$ cat src/rtl/pue_pkg.sv
// shared types, constants and character helpers for the url percent encoder
package pue_pkg;

    localparam int FIFO_DEPTH_DEF = 2;

    localparam logic [7:0] CH_PERCENT = 8'h25;
    localparam logic [7:0] CH_PLUS    = 8'h2B;
    localparam logic [7:0] BYTE_SPACE = 8'h20;

    typedef enum logic [1:0] {
        KIND_PLAIN,
        KIND_PLUS,
        KIND_ESC
    } kind_t;

    typedef enum logic [1:0] {
        ST_FIRST,
        ST_HEX_HI,
        ST_HEX_LO
    } step_t;

    typedef struct packed {
        logic [7:0] src;
        kind_t      kind;
        logic       msg_end;
    } item_t;

    function automatic logic [7:0] hex_char(input logic [3:0] nib);
        logic [7:0] wide;
        wide = {4'h0, nib};
        return (nib < 4'd10) ? (8'h30 + wide) : (8'h37 + wide);
    endfunction

    function automatic logic is_lead(input logic [7:0] b);
        return ((b >= 8'h81) && (b <= 8'h9F)) || ((b >= 8'hE0) && (b <= 8'hEF));
    endfunction

    function automatic logic is_plain(input logic [7:0] b);
        return ((b >= 8'h40) && (b <= 8'h5A)) ||
               ((b >= 8'h61) && (b <= 8'h7A)) ||
               ((b >= 8'h30) && (b <= 8'h39)) ||
               (b == 8'h2A) || (b == 8'h2D) || (b == 8'h2E) || (b == 8'h5F);
    endfunction

endpackage

$ cat src/rtl/pue_front.sv
// input side: accepts source bytes, classifies them and tracks the shift-jis trail state
module pue_front (
    input  logic          aclk,
    input  logic          aresetn,
    input  logic          s_valid,
    output logic          s_ready,
    input  logic [7:0]    s_byte,
    input  logic          s_end,
    input  logic          fifo_full,
    output logic          push,
    output pue_pkg::item_t item
);

    logic trail_pending_reg;
    logic trail_pending_next;

    assign s_ready = !fifo_full;
    assign push    = s_valid && s_ready;

    always_comb begin
        item.src     = s_byte;
        item.msg_end = s_end;
        if (trail_pending_reg || pue_pkg::is_lead(s_byte)) begin
            item.kind = pue_pkg::KIND_ESC;
        end else if (s_byte == pue_pkg::BYTE_SPACE) begin
            item.kind = pue_pkg::KIND_PLUS;
        end else if (pue_pkg::is_plain(s_byte)) begin
            item.kind = pue_pkg::KIND_PLAIN;
        end else begin
            item.kind = pue_pkg::KIND_ESC;
        end
    end

    always_comb begin
        trail_pending_next = trail_pending_reg;
        if (push) begin
            trail_pending_next = !trail_pending_reg && pue_pkg::is_lead(s_byte) && !s_end;
        end
    end

    always_ff @(posedge aclk) begin
        if (!aresetn) begin
            trail_pending_reg <= 1'b0;
        end else begin
            trail_pending_reg <= trail_pending_next;
        end
    end

endmodule

$ cat src/rtl/pue_fifo.sv
// short queue of classified items between the front and back sides
module pue_fifo #(
    parameter int DEPTH = pue_pkg::FIFO_DEPTH_DEF
) (
    input  logic           aclk,
    input  logic           aresetn,
    input  logic           push,
    input  pue_pkg::item_t push_item,
    input  logic           pop,
    output pue_pkg::item_t head,
    output logic           empty,
    output logic           full
);

    localparam int PtrW = $clog2(DEPTH);
    localparam int CntW = $clog2(DEPTH + 1);

    pue_pkg::item_t mem_reg [DEPTH];
    logic [PtrW-1:0] wr_ptr_reg, wr_ptr_next;
    logic [PtrW-1:0] rd_ptr_reg, rd_ptr_next;
    logic [CntW-1:0] count_reg, count_next;

    assign empty = (count_reg == '0);
    assign full  = (count_reg == CntW'(DEPTH));
    assign head  = mem_reg[rd_ptr_reg];

    always_comb begin
        wr_ptr_next = wr_ptr_reg;
        rd_ptr_next = rd_ptr_reg;
        count_next  = count_reg;
        if (push) begin
            wr_ptr_next = (wr_ptr_reg == PtrW'(DEPTH - 1)) ? '0 : wr_ptr_reg + 1'b1;
        end
        if (pop) begin
            rd_ptr_next = (rd_ptr_reg == PtrW'(DEPTH - 1)) ? '0 : rd_ptr_reg + 1'b1;
        end
        case ({push, pop})
            2'b10:   count_next = count_reg + 1'b1;
            2'b01:   count_next = count_reg - 1'b1;
            default: count_next = count_reg;
        endcase
    end

    always_ff @(posedge aclk) begin
        if (push) begin
            mem_reg[wr_ptr_reg] <= push_item;
        end
    end

    always_ff @(posedge aclk) begin
        if (!aresetn) begin
            wr_ptr_reg <= '0;
            rd_ptr_reg <= '0;
            count_reg  <= '0;
        end else begin
            wr_ptr_reg <= wr_ptr_next;
            rd_ptr_reg <= rd_ptr_next;
            count_reg  <= count_next;
        end
    end

endmodule

$ cat src/rtl/pue_back.sv
// output side: expands each queued item into one or three characters, one per cycle while m_ready is high
module pue_back (
    input  logic           aclk,
    input  logic           aresetn,
    input  pue_pkg::item_t head,
    input  logic           empty,
    output logic           pop,
    output logic           m_valid,
    input  logic           m_ready,
    output logic [7:0]     m_char,
    output logic           m_run_last,
    output logic           m_done
);

    pue_pkg::step_t step_reg, step_next;
    logic       valid_reg, valid_next;
    logic [7:0] char_reg, char_next;
    logic       last_reg, last_next;
    logic       done_reg, done_next;

    logic       load;
    logic [7:0] cur_char;
    logic       cur_last;

    // output selection for the current step
    always_comb begin
        load = !empty && (!valid_reg || m_ready);
        case (step_reg)
            pue_pkg::ST_FIRST: begin
                case (head.kind)
                    pue_pkg::KIND_PLAIN: begin
                        cur_char = head.src;
                        cur_last = 1'b1;
                    end
                    pue_pkg::KIND_PLUS: begin
                        cur_char = pue_pkg::CH_PLUS;
                        cur_last = 1'b1;
                    end
                    default: begin
                        cur_char = pue_pkg::CH_PERCENT;
                        cur_last = 1'b0;
                    end
                endcase
            end
            pue_pkg::ST_HEX_HI: begin
                cur_char = pue_pkg::hex_char(head.src[7:4]);
                cur_last = 1'b0;
            end
            default: begin
                cur_char = pue_pkg::hex_char(head.src[3:0]);
                cur_last = 1'b1;
            end
        endcase
        pop = load && cur_last;
    end

    // step sequencing
    always_comb begin
        step_next = step_reg;
        if (load) begin
            if (cur_last) begin
                step_next = pue_pkg::ST_FIRST;
            end else begin
                case (step_reg)
                    pue_pkg::ST_FIRST:  step_next = pue_pkg::ST_HEX_HI;
                    pue_pkg::ST_HEX_HI: step_next = pue_pkg::ST_HEX_LO;
                    default:            step_next = pue_pkg::ST_FIRST;
                endcase
            end
        end
    end

    // output register
    always_comb begin
        valid_next = valid_reg && !m_ready;
        char_next  = char_reg;
        last_next  = last_reg;
        done_next  = done_reg;
        if (load) begin
            valid_next = 1'b1;
            char_next  = cur_char;
            last_next  = cur_last;
            done_next  = cur_last && head.msg_end;
        end
    end

    always_ff @(posedge aclk) begin
        if (!aresetn) begin
            step_reg  <= pue_pkg::ST_FIRST;
            valid_reg <= 1'b0;
        end else begin
            step_reg  <= step_next;
            valid_reg <= valid_next;
        end
    end

    always_ff @(posedge aclk) begin
        char_reg <= char_next;
        last_reg <= last_next;
        done_reg <= done_next;
    end

    assign m_valid    = valid_reg;
    assign m_char     = char_reg;
    assign m_run_last = last_reg;
    assign m_done     = done_reg;

endmodule

$ cat src/rtl/url_percent_encoder_sjis.sv
// top level of the url percent encoder with shift-jis trail handling
// Each input transfer carries one source byte, with tlast marking the final byte of a string.
// A space leaves as '+', '@', letters, digits, '*', '-', '.' and '_' leave unchanged, and any
// other byte, a shift-jis lead byte and the byte right after a lead byte leave as '%' and two
// upper-case hex digits. Output tlast marks the last character of each source byte and tuser the
// last character of the whole string. The output register sends one character per cycle while
// m_axis_tready is high, so a byte yields one character when it passes or becomes '+' and
// three characters when it is escaped; the input side takes a byte every cycle while the
// FIFO_DEPTH-entry queue has room. Each item passes through the queue and the output register.
module url_percent_encoder_sjis #(
    parameter int FIFO_DEPTH = pue_pkg::FIFO_DEPTH_DEF
) (
    input  logic       aclk,
    input  logic       aresetn,
    input  logic       s_axis_tvalid,
    output logic       s_axis_tready,
    input  logic [7:0] s_axis_tdata,  // src_byte
    input  logic       s_axis_tlast,  // msg_end
    output logic       m_axis_tvalid,
    input  logic       m_axis_tready,
    output logic [7:0] m_axis_tdata,  // enc_char
    output logic       m_axis_tlast,  // run_last
    output logic       m_axis_tuser   // string_done
);

    pue_pkg::item_t push_item;
    pue_pkg::item_t head_item;
    logic push;
    logic pop;
    logic fifo_empty;
    logic fifo_full;

    pue_front u_front (
        .aclk      (aclk),
        .aresetn   (aresetn),
        .s_valid   (s_axis_tvalid),
        .s_ready   (s_axis_tready),
        .s_byte    (s_axis_tdata),
        .s_end     (s_axis_tlast),
        .fifo_full (fifo_full),
        .push      (push),
        .item      (push_item)
    );

    pue_fifo #(
        .DEPTH (FIFO_DEPTH)
    ) u_fifo (
        .aclk      (aclk),
        .aresetn   (aresetn),
        .push      (push),
        .push_item (push_item),
        .pop       (pop),
        .head      (head_item),
        .empty     (fifo_empty),
        .full      (fifo_full)
    );

    pue_back u_back (
        .aclk       (aclk),
        .aresetn    (aresetn),
        .head       (head_item),
        .empty      (fifo_empty),
        .pop        (pop),
        .m_valid    (m_axis_tvalid),
        .m_ready    (m_axis_tready),
        .m_char     (m_axis_tdata),
        .m_run_last (m_axis_tlast),
        .m_done     (m_axis_tuser)
    );

endmodule

$ cat config.mk
export PLATFORM = sky130hd
export DESIGN_NAME = url_percent_encoder_sjis
export DESIGN_NICKNAME = d
export VERILOG_FILES = /design/src/rtl/pue_pkg.sv /design/src/rtl/pue_front.sv /design/src/rtl/pue_fifo.sv /design/src/rtl/pue_back.sv /design/src/rtl/url_percent_encoder_sjis.sv
export SDC_FILE = /design/constraint.sdc
export NUM_CORES = 1
export LEC_CHECK = 0
export BUFFER_PORTS_ARGS = -buffer_cell sky130_fd_sc_hd__clkbuf_2
export CAP_MARGIN = 20
export CORE_AREA = 2 2 83 85
export CTS_CLUSTER_DIAMETER = 200
export DETAILED_ROUTE_END_ITERATION = 12
export DIE_AREA = 0 0 85 87
export SLEW_MARGIN = 10
export SYNTH_ARGS = -nofsm -noshare
export SYNTH_HDL_FRONTEND = slang
export SYNTH_SLANG_ARGS = --single-unit
$ cat constraint.sdc
create_clock -name aclk -period 2.45 [get_ports aclk]
set_input_delay 0.1225 -clock aclk [delete_from_list [all_inputs] [get_ports aclk]]
set_output_delay 0.1225 -clock aclk [all_outputs]
set_load 0.02 [all_outputs]
# --- Word level (Yosys, flattened, before mapping) ---
# Memory sizes are Yosys's and may differ from the RTL's. A register that Yosys moved wholly into a read port is not among the register bits.
# Index checks and enable logic that the tools add are counted.
totals:
  regBits: 18
  n_memories: 1
  word_cells: 91
  ram_bits: 22
  out_inout_bits: 12
  inputBits: 13
mem_list:
  columns: ["memory", "depth", "word_bits", "rd", "rd_clocked_by_memory_dff", "write_ports", "line", "source"]
  rows:
  - ["u_fifo.mem_reg", 2, 11, 1, 1, 1, "pue_fifo.sv:18", "pue_pkg::item_t mem_reg [DEPTH];"]
op_classes:
  reduce_logical: 32
  muxes: 19
  eq_ne: 10
  order_cmp: 12
  add_sub_neg: 8
ops:
  columns: ["operator", "n"]
  rows:
  - ["== test 8 x 6 -> 1 bit (second input constant)", 4]
  - ["case mux 8 bit (2 select lines)", 2]
  - ["adder 6 x 4 -> 7 bit (first input constant)", 4]
  - ["greater-or-equal comparator 8 x 7 -> 1 bit (second input constant)", 2]
  - ["greater-or-equal comparator 8 bit (second input constant)", 2]
  - ["<= comparator 8 x 7 -> 1 bit (second input constant)", 2]
  - ["<= comparator 8 bit (second input constant)", 2]
  - ["2-to-1 mux 8 bit", 2]
  - ["logical AND 1 bit", 12]
  - ["logical OR 1 bit", 9]
  - ["== test 8 x 7 -> 1 bit (second input constant)", 1]
  - ["greater-or-equal comparator 8 x 6 -> 1 bit (second input constant)", 1]
  - ["<= comparator 8 x 6 -> 1 bit (second input constant)", 1]
  - ["< comparator 4 bit (second input constant)", 2]
  - ["2-to-1 mux 1 bit", 8]
  - ["2-to-1 mux 2 bit", 4]
  - ["case mux 2 bit (2 select lines)", 2]
  - ["== test 2 x 1 -> 1 bit (second input constant)", 3]
  - ["zero test 1 bit", 6]
  - ["zero test 2 bit", 3]
  - ["== test 2 bit (second input constant)", 2]
  - ["adder 1 bit (second input constant)", 2]
  - ["adder 2 x 1 -> 2 bit (second input constant)", 1]
  - ["case mux 1 bit (2 select lines)", 1]
  - ["other kinds (3)", 3]

# --- Depth between registers and ports, before layout ---
# Gate-level depths: netlist of the first run.
depth:
  depth_word: 11
  depth_mapped: 8
  mapped_depth_nobuf: 7

# --- By module ---
# From an unflattened synthesis of the first run, not the netlist that was laid out.
hier_totals:
  hier_cells: 178
  area_unflattened_um2: 2129.5
by_module_without_submodules:
  columns: ["mod", "seq_area_each_um2", "area_per_inst_um2", "cells_each", "instances"]
  rows:
  - ["pue_fifo", 760.7, 1006.0, 56, 1]
  - ["pue_back", 360.3, 852.1, 85, 1]
  - ["pue_front", 20.0, 271.5, 37, 1]

# --- Worst setup path after synthesis of the first run ---
# OpenSTA, ideal clock, no wires.
synth_path:
  path_kind: "reg2reg"
  from: "reg (tool-made name)"
  to: "reg u_fifo.count_reg[1]"
  setup_slack_ns: 0.715
  arrival_ns: 1.663
  required_ns: 2.379
  stages_incl_launch_ff: 8
  setup_time_ns: 0.071
  n_path_buf: 1
  period_less_slack_ns: 1.735
  cell_sequence: "dfxtp_1 > buf_6 > mux2i_1 > a21oi_1 > nor2_1 > ha_1 > or3_1 > a21oi_1"
synth_rtl:
  columns: ["item", "line", "source"]
  rows:
  - ["to (signal assigned)", "pue_fifo.sv:58", "count_reg <= count_next;"]
  - ["to (decl)", "pue_fifo.sv:21", "logic [CntW-1:0] count_reg, count_next;"]

==> key figures, run 1 <==
Layout
  – Fillcell total: 630
  – Max reg flops: 22
  – Diodes inserted: 0
  – Util after Layout: 0.365
  – Post-Layout Cell Count: 285
  – Post-route cell area: between 2000 and 2500 um2
  – Synth-to-Final Area Change: 15.9%
  – Share of cells above drive strength 1: 0.234
  – Nets: 220

Clock tree
  – Hold-fix buffers at CTS: 0
  – Skew-Pair Late Insertion Delay: 0.29 ns
  – Clock Pin Slew Worst Setup and Hold Paths: approximately 0.080 ns
  – Sink Count: 41
  – Post CTS Setup Buffer Count: 0
  – H-tree Lvls: 2
  – CTS tree: yes
  – Clock root cell: clkbuf_8
  – CTS Buffer Depth: 2
  – Inserted Clock Buffers: 5
  – Post-CTS sizing: 0

Yosys
  – Synth cell types: 48
  – Synth Area per Inst: about 12 um2
  – Number of flops mapped to enable cells by yosys: 32
  – Share of Yosys cell area claimed by the top area cell type: 0.465
  – Yosys top cell by area: edfxtp_1
  – Post-synth design cell area: approximately 2100 um2
  – Syn Inst Count: 173
  – Warnings, synthesis: 0
  – Post-synth ARST share: 0
  – Largest cells by area after synthesis: edfxtp_1 46%, dfxtp_1 8.7%, a21oi_1 4.4%
  – Top FF cell, synth: edfxtp_1
  – Seq/Total Area, Yosys: 0.552
  – Net count after synthesis: approximately 190
  – Seq cells post-synth: 41

Min path
  – Hold Crit Class: primary input to register

Setup path
  – Setup crit end: u_back.m_char[6]
  – Critical path launch point type: register
  – CP Capture Type: register
  – R2r endpoint: u_back.m_char[6]
  – CP Class: register to register
  – WP data required: roughly 2.5 ns
  – Worst EP arrival: approximately 2.2 ns
  – R2r worst-path depth: 6
  – Worst-path fanout max: 10
  – FF-to-FF setup slack: roughly 0.25 ns

Die
  – Die Area: 7400 um2
  – Site row count: 30
  – Chip width: 85 um
  – Initial Utilization: 0.315
  – Core area: between 6000 and 7000 um2
  – I/O Pins: 25
  – Die H: between 80 and 90 um

GRT
  – Largest net degree at the start of global routing: 20
  – Global-route wire length before repair: slightly below 6000 um
  – Overflow after GRT: 0
  – Total track usage: 0.102
  – Vias in the first global route: ~1200
  – Initial antenna violation count: 0

Drt
  – Via total after detailed routing: approximately 1400
  – Remaining DRCs: 0
  – WL met1: about 1700 um
  – Drt pass-1 iters: 4
  – Initial DRC Count: between 80 and 90
  – Antenna-violating nets left: 0
  – Via density: 4.89
  – Routed WL: 3600 um
  – Routed wl met3: around 170 um
  – Highest Signal Layer: met4
  – Detail Route met2 WL: 1650 um
  – Routed len/inst: about 13 um

Placement
  – Routability cong.: 0.771
  – Post-DP Area: between 2000 and 2500 um2
  – HPWL after DPL: around 2700 um
  – I/O Buffers: 24
  – # placed instances: between 200 and 300

Pwr
  – Leakage: 0.863 nW
  – Pwr Total: 2.73 mW
  – Peak VDD IR: around 0.3 mV
  – PwrDens: about 1100 nW/um2

STA
  – Final setup viols: 0
  – Slew at the pin closest to its max-slew limit: 0.590 ns
  – RSZ-0062 raised after global routing: no
  – Min Tclk post-route: around 2.2 ns
  – Setup TNS: 0 ns
  – Slew Viols, Final: 0
  – Slew HR: 0.606
  – Skew final: around 0.0061 ns
  – Achievable Freq: around 450 MHz
  – Final Hold Vio Count: 0
  – Period utilisation layout: 0.898

Job
  – Max-cap violations: 0

Run status
  – Status: complete, no violations
-- power by group --
part           total (mW)  leakage, nW  internal [mW]  switching, mW
Combinational       0.965        0.421          0.388          0.577
Clock               0.645       0.0687          0.410          0.235
Sequential           1.12        0.374          0.998          0.124
Total                2.73        0.863           1.80          0.936
-- critical path, cell delays in order (launching register included) --
cell     delay [ns]
dfxtp_1        0.70
buf_4          0.30
mux2i_1        0.37
ha_1           0.25
o21ai_0        0.12
nand2_1        0.10
a22oi_1        0.08
-- layout make-up --
cell class,instances,area [um2],area share
Inverter,11,41.3,0.0172
Sequential cell,41,1140,0.476
Clock buffer,5,68.8,0.0287
Tap cell,80,100,0.0418
Clock inverter,3,68.8,0.0287
Multi-Input combinational cell,117,827,0.345
Timing Repair Buffer,28,150,0.0626
-- per-stage QoR --
stage               setup slack (ns)  hold WS (ns)
floorplan                      0.715         0.221
global placement               0.319         0.344
detailed placement             0.264         0.343
CTS                            0.243        0.0300
global route                  0.0507        0.0239
finish                         0.250        0.0422
-- placed cells by master (no fill, tap or decap), types with 2 or more instances in the layout --
cell / netlist / routed
clkbuf_2: 0 / 24
nand2_1: 11 / 11
edfxtp_1: 32 / 32
clkbuf_8: 2 / 5
nand2b_1: 3 / 3
nor2_1: 9 / 9
o21ai_1: 4 / 4
mux2_2: 2 / 2
mux2i_1: 7 / 7
a211o_1: 2 / 2
or4_1: 2 / 2
mux2i_4: 2 / 2
a211oi_1: 2 / 2
nor3_1: 3 / 3
dfxtp_1: 9 / 9
buf_4: 0 / 4
a21oi_1: 18 / 18
mux2i_2: 2 / 2
nand3_1: 7 / 7
or3_1: 4 / 4
ha_1: 3 / 3
xnor2_1: 2 / 2
inv_1: 10 / 10
xor2_1: 2 / 2
and4b_1: 2 / 2
bufinv_16: 0 / 2
o21ai_0: 9 / 9
-- metal layers --
metal	vias up	track usage
met4	0	0.0390
met5	-	0
met2	30	0.165
li1	721	-
met1	636	0.131
met3	6	0.0256
-- synthesized netlist by cell type, types with 2 or more instances --
cell type and instances:
edfxtp_1 32, a21oi_1 18, nand2_1 11, inv_1 10, dfxtp_1 9, nor2_1 9
o21ai_0 9, mux2i_1 7, nand3_1 7, o21ai_1 4, or3_1 4, ha_1 3
nand2b_1 3, nor3_1 3, a211o_1 2, a211oi_1 2, and4b_1 2, clkbuf_8 2
mux2_2 2, mux2i_2 2, mux2i_4 2, or4_1 2, xnor2_1 2, xor2_1 2
-- worst min-delay path by stage --
| stage | from | to | cells past startpoint |
|---|---|---|---|
| 2_1_floorplan | s_axis_tlast | u_fifo.mem_reg[0][0] | 0 |
| 3_3_place_gp | s_axis_tlast | u_fifo.mem_reg[1][0] | 1 |
| 3_5_place_dp | s_axis_tlast | u_fifo.mem_reg[1][0] | 1 |
| 4_1_cts | s_axis_tlast | u_fifo.mem_reg[0][0] | 1 |
| 5_1_grt | s_axis_tlast | u_fifo.mem_reg[0][0] | 1 |
| 6_report | s_axis_tlast | u_fifo.mem_reg[0][0] | 1 |
-- cells by family after synthesis --
logic type | count (synthesis) | share of synthesized area
AOI/OAI and AO/OA | 46 | 0.144
xor gates and xnor gates | 4 | 0.0169
adders and majority gates | 3 | 0.0182
buffers and inverters | 15 | 0.0484
DFF | 41 | 0.552
muxes | 13 | 0.0799
and+or+nand+nor | 51 | 0.141
Power figures use the tool's default switching activity.
==> run 2: changes to the inputs <==
--- a/config.mk
+++ b/config.mk
@@ -7,10 +7,10 @@
 export LEC_CHECK = 0
 export BUFFER_PORTS_ARGS = -buffer_cell sky130_fd_sc_hd__clkbuf_2
 export CAP_MARGIN = 20
-export CORE_AREA = 2 2 83 85
+export CORE_AREA = 2 2 115 61
 export CTS_CLUSTER_DIAMETER = 200
 export DETAILED_ROUTE_END_ITERATION = 12
-export DIE_AREA = 0 0 85 87
+export DIE_AREA = 0 0 117 63
 export SLEW_MARGIN = 10
 export SYNTH_ARGS = -nofsm -noshare
 export SYNTH_HDL_FRONTEND = slang
==> run 2 against run 1 <==
Clock power fell by 3%. Clock skew down 0.0023 ns. Sequential cell count did not move. Critical path depth unchanged. Largest power group unchanged. Die area is 0.32% lower. Cell area increased by 0.84%. Wire length is 10% higher. Cell count grew 4.2%. Utilization up 1.1 points.
==> key figures, run 2 (same netlist as run 1, synthesis figures left out) <==
Die
  – Site row count: 21
  – Die Area: 7370 um2
  – Die H: ~63 um
  – I/O Pins: 25
  – Initial Utilization: 0.321
  – Core area: approximately 6400 um2
  – Chip width: roughly 120 um

Layout
  – Nets: 220
  – Diodes inserted: 0
  – Synth-to-Final Area Change: 16.9%
  – Share of cells above drive strength 1: 0.234
  – Most frequent cells in the layout: 32 x edfxtp_1, 24 x clkbuf_2, 18 x a21oi_1
  – Most common cell after layout, fill and taps aside: edfxtp_1
  – Max reg flops: 22
  – Fillcell total: 628

Drt
  – WL met1: between 2000 and 2500 um
  – Drt pass-1 iters: 4
  – Antenna-violating nets left: 0
  – Detail Route met2 WL: ~1400 um
  – Via total after detailed routing: between 1000 and 1500
  – Remaining DRCs: 0
  – Routed WL: approximately 4000 um
  – Initial DRC Count: 54
  – Highest Signal Layer: met4
  – Via density: roughly 4.8
  – Routed wl met3: 289 um
  – Routed len/inst: ~13 um

Clock tree
  – Post-CTS sizing: 0
  – Skew-Pair Late Insertion Delay: about 0.28 ns
  – Clock Pin Slew Worst Setup and Hold Paths: around 0.060 ns
  – H-tree Lvls: 2
  – Sink Count: 41
  – Hold-fix buffers at CTS: 0
  – Post CTS Setup Buffer Count: 0
  – CTS Buffer Depth: 2
  – CTS tree: yes
  – Clock root cell: clkbuf_16
  – Inserted Clock Buffers: 5

Setup path
  – R2r endpoint: u_back.m_char[6]
  – CP max stage cell: dfxtp_1
  – FF-to-FF setup slack: between 0.2 and 0.3 ns
  – Critical path launch point type: register
  – Max incr delay on CP: 0.74 ns
  – Worst-path fanout max: 11
  – Worst path depth: 6
  – Worst path cell trace: buf_4, mux2i_1, ha_1, o21ai_0, nand2_1, a22oi_1
  – Critical path buffer and inverter count: 1
  – CP Capture Type: register
  – Setup crit end: u_back.m_char[6]
  – R2r worst-path depth: 6
  – CP Class: register to register
  – CP top delay family: flip-flops
  – WP data required: around 2.5 ns
  – Worst EP arrival: about 2.2 ns

Run status
  – Status: complete, no violations

Pwr
  – P_int: 1.76 mW
  – Sequential power share: 0.410
  – Net Sw Power: around 0.97 mW
  – Leakage: approximately 0.86 nW
  – Peak VDD IR: 0.386 mV
  – PwrDens: 1130 nW/um2
  – Switching Fraction: 0.356
  – Combinational power share: 0.360
  – Clock power share: 0.230

STA
  – Achievable Freq: about 460 MHz
  – Slew at the pin closest to its max-slew limit: 0.657 ns
  – Slew HR: 0.561
  – Min Tclk post-route: between 2 and 2.5 ns
  – RSZ-0062 raised after global routing: no
  – Hold WS: about 0.056 ns
  – Final setup viols: 0
  – Setup TNS: 0 ns
  – Skew final: 0.00381 ns
  – Final Hold Vio Count: 0
  – Slew Viols, Final: 0
  – Period utilisation layout: 0.896

GRT
  – Global-route wire length before repair: slightly below 7000 um
  – Initial antenna violation count: 0
  – Overflow after GRT: 0
  – Largest net degree at the start of global routing: 19
  – Total track usage: 0.123
  – Vias in the first global route: ~1300

Placement
  – HPWL after DPL: just over 3000 um
  – I/O Buffers: 24
  – Routability cong.: ~0.8

Min path
  – Hold Crit Class: primary input to register

Job
  – Max-cap violations: 0
-- run 2: cell types whose count changed in the layout (fill, tap and decap cells not counted) --
cell	before	now
bufinv_16	2	0
clkbuf_16	0	5
clkbuf_8	5	0
clkinv_2	0	2
clkinvlp_4	0	1
inv_6	1	0
-- run 2: metal layers --
| metal | vias up | global-route usage |
|---|---|---|
| li1 | 719 | - |
| met1 | 662 | 0.204 |
| met2 | 37 | 0.140 |
| met3 | 3 | 0.0485 |
| met4 | 0 | 0.0324 |
| met5 | - | 0 |
-- run 2: power groups by stage --
stage / clock [mW] / combinational [mW] / sequential, mW
after floorplan: 0 / 0.664 / 1.21
after global placement: 0 / 0.972 / 1.14
after detailed placement: 0 / 0.979 / 1.14
after CTS: 0.644 / 0.985 / 1.12
after global routing: 0.680 / 1.11 / 1.15
final: 0.627 / 0.983 / 1.12
-- run 2: worst reg2reg max path: cells and delay by family (launching register included) --
family,cells,cell delay (ns)
AOI/OAI and AO/OA,2,0.19
adders and majority gates,1,0.24
buffers and inverters,1,0.30
DFF,1,0.74
muxes,1,0.36
and+or+nand+nor,1,0.10
-- run 2: layout make-up --
cell class,count,area [um2],area share
repair buffers,28,150,0.0621
multi-input cells,117,827,0.342
clock inverters,3,17.5,0.00725
flip-flops and latches,41,1140,0.472
well taps,92,115,0.0476
clock buffers,5,125,0.0518
inverters,11,41.3,0.0171
-- run 2: stage by stage --
stage	cells	cell area [um2]	setup slack (ns)	total power, mW	utilization
5_1_grt	297	2420	0.0446	2.94	0.376
3_3_place_gp	289	2270	0.330	2.11	0.353
6_report	297	2420	0.254	2.73	0.376
2_1_floorplan	173	2070	0.715	1.87	-
4_1_cts	297	2420	0.247	2.75	0.376
3_5_place_dp	289	2270	0.265	2.12	0.353
-- run 2: worst min-delay path by stage --
stage	startpoint	endpoint	slack (ns)	cells past startpoint
3_5_place_dp	s_axis_tlast	u_fifo.mem_reg[0][0]	0.35	1
2_1_floorplan	s_axis_tlast	u_fifo.mem_reg[0][0]	0.22	0
3_3_place_gp	s_axis_tlast	u_fifo.mem_reg[0][0]	0.34	1
5_1_grt	s_axis_tlast	u_fifo.mem_reg[1][0]	0.05	1
4_1_cts	s_axis_tlast	u_fifo.mem_reg[1][0]	0.05	1
6_report	s_axis_tlast	u_fifo.mem_reg[1][0]	0.06	1
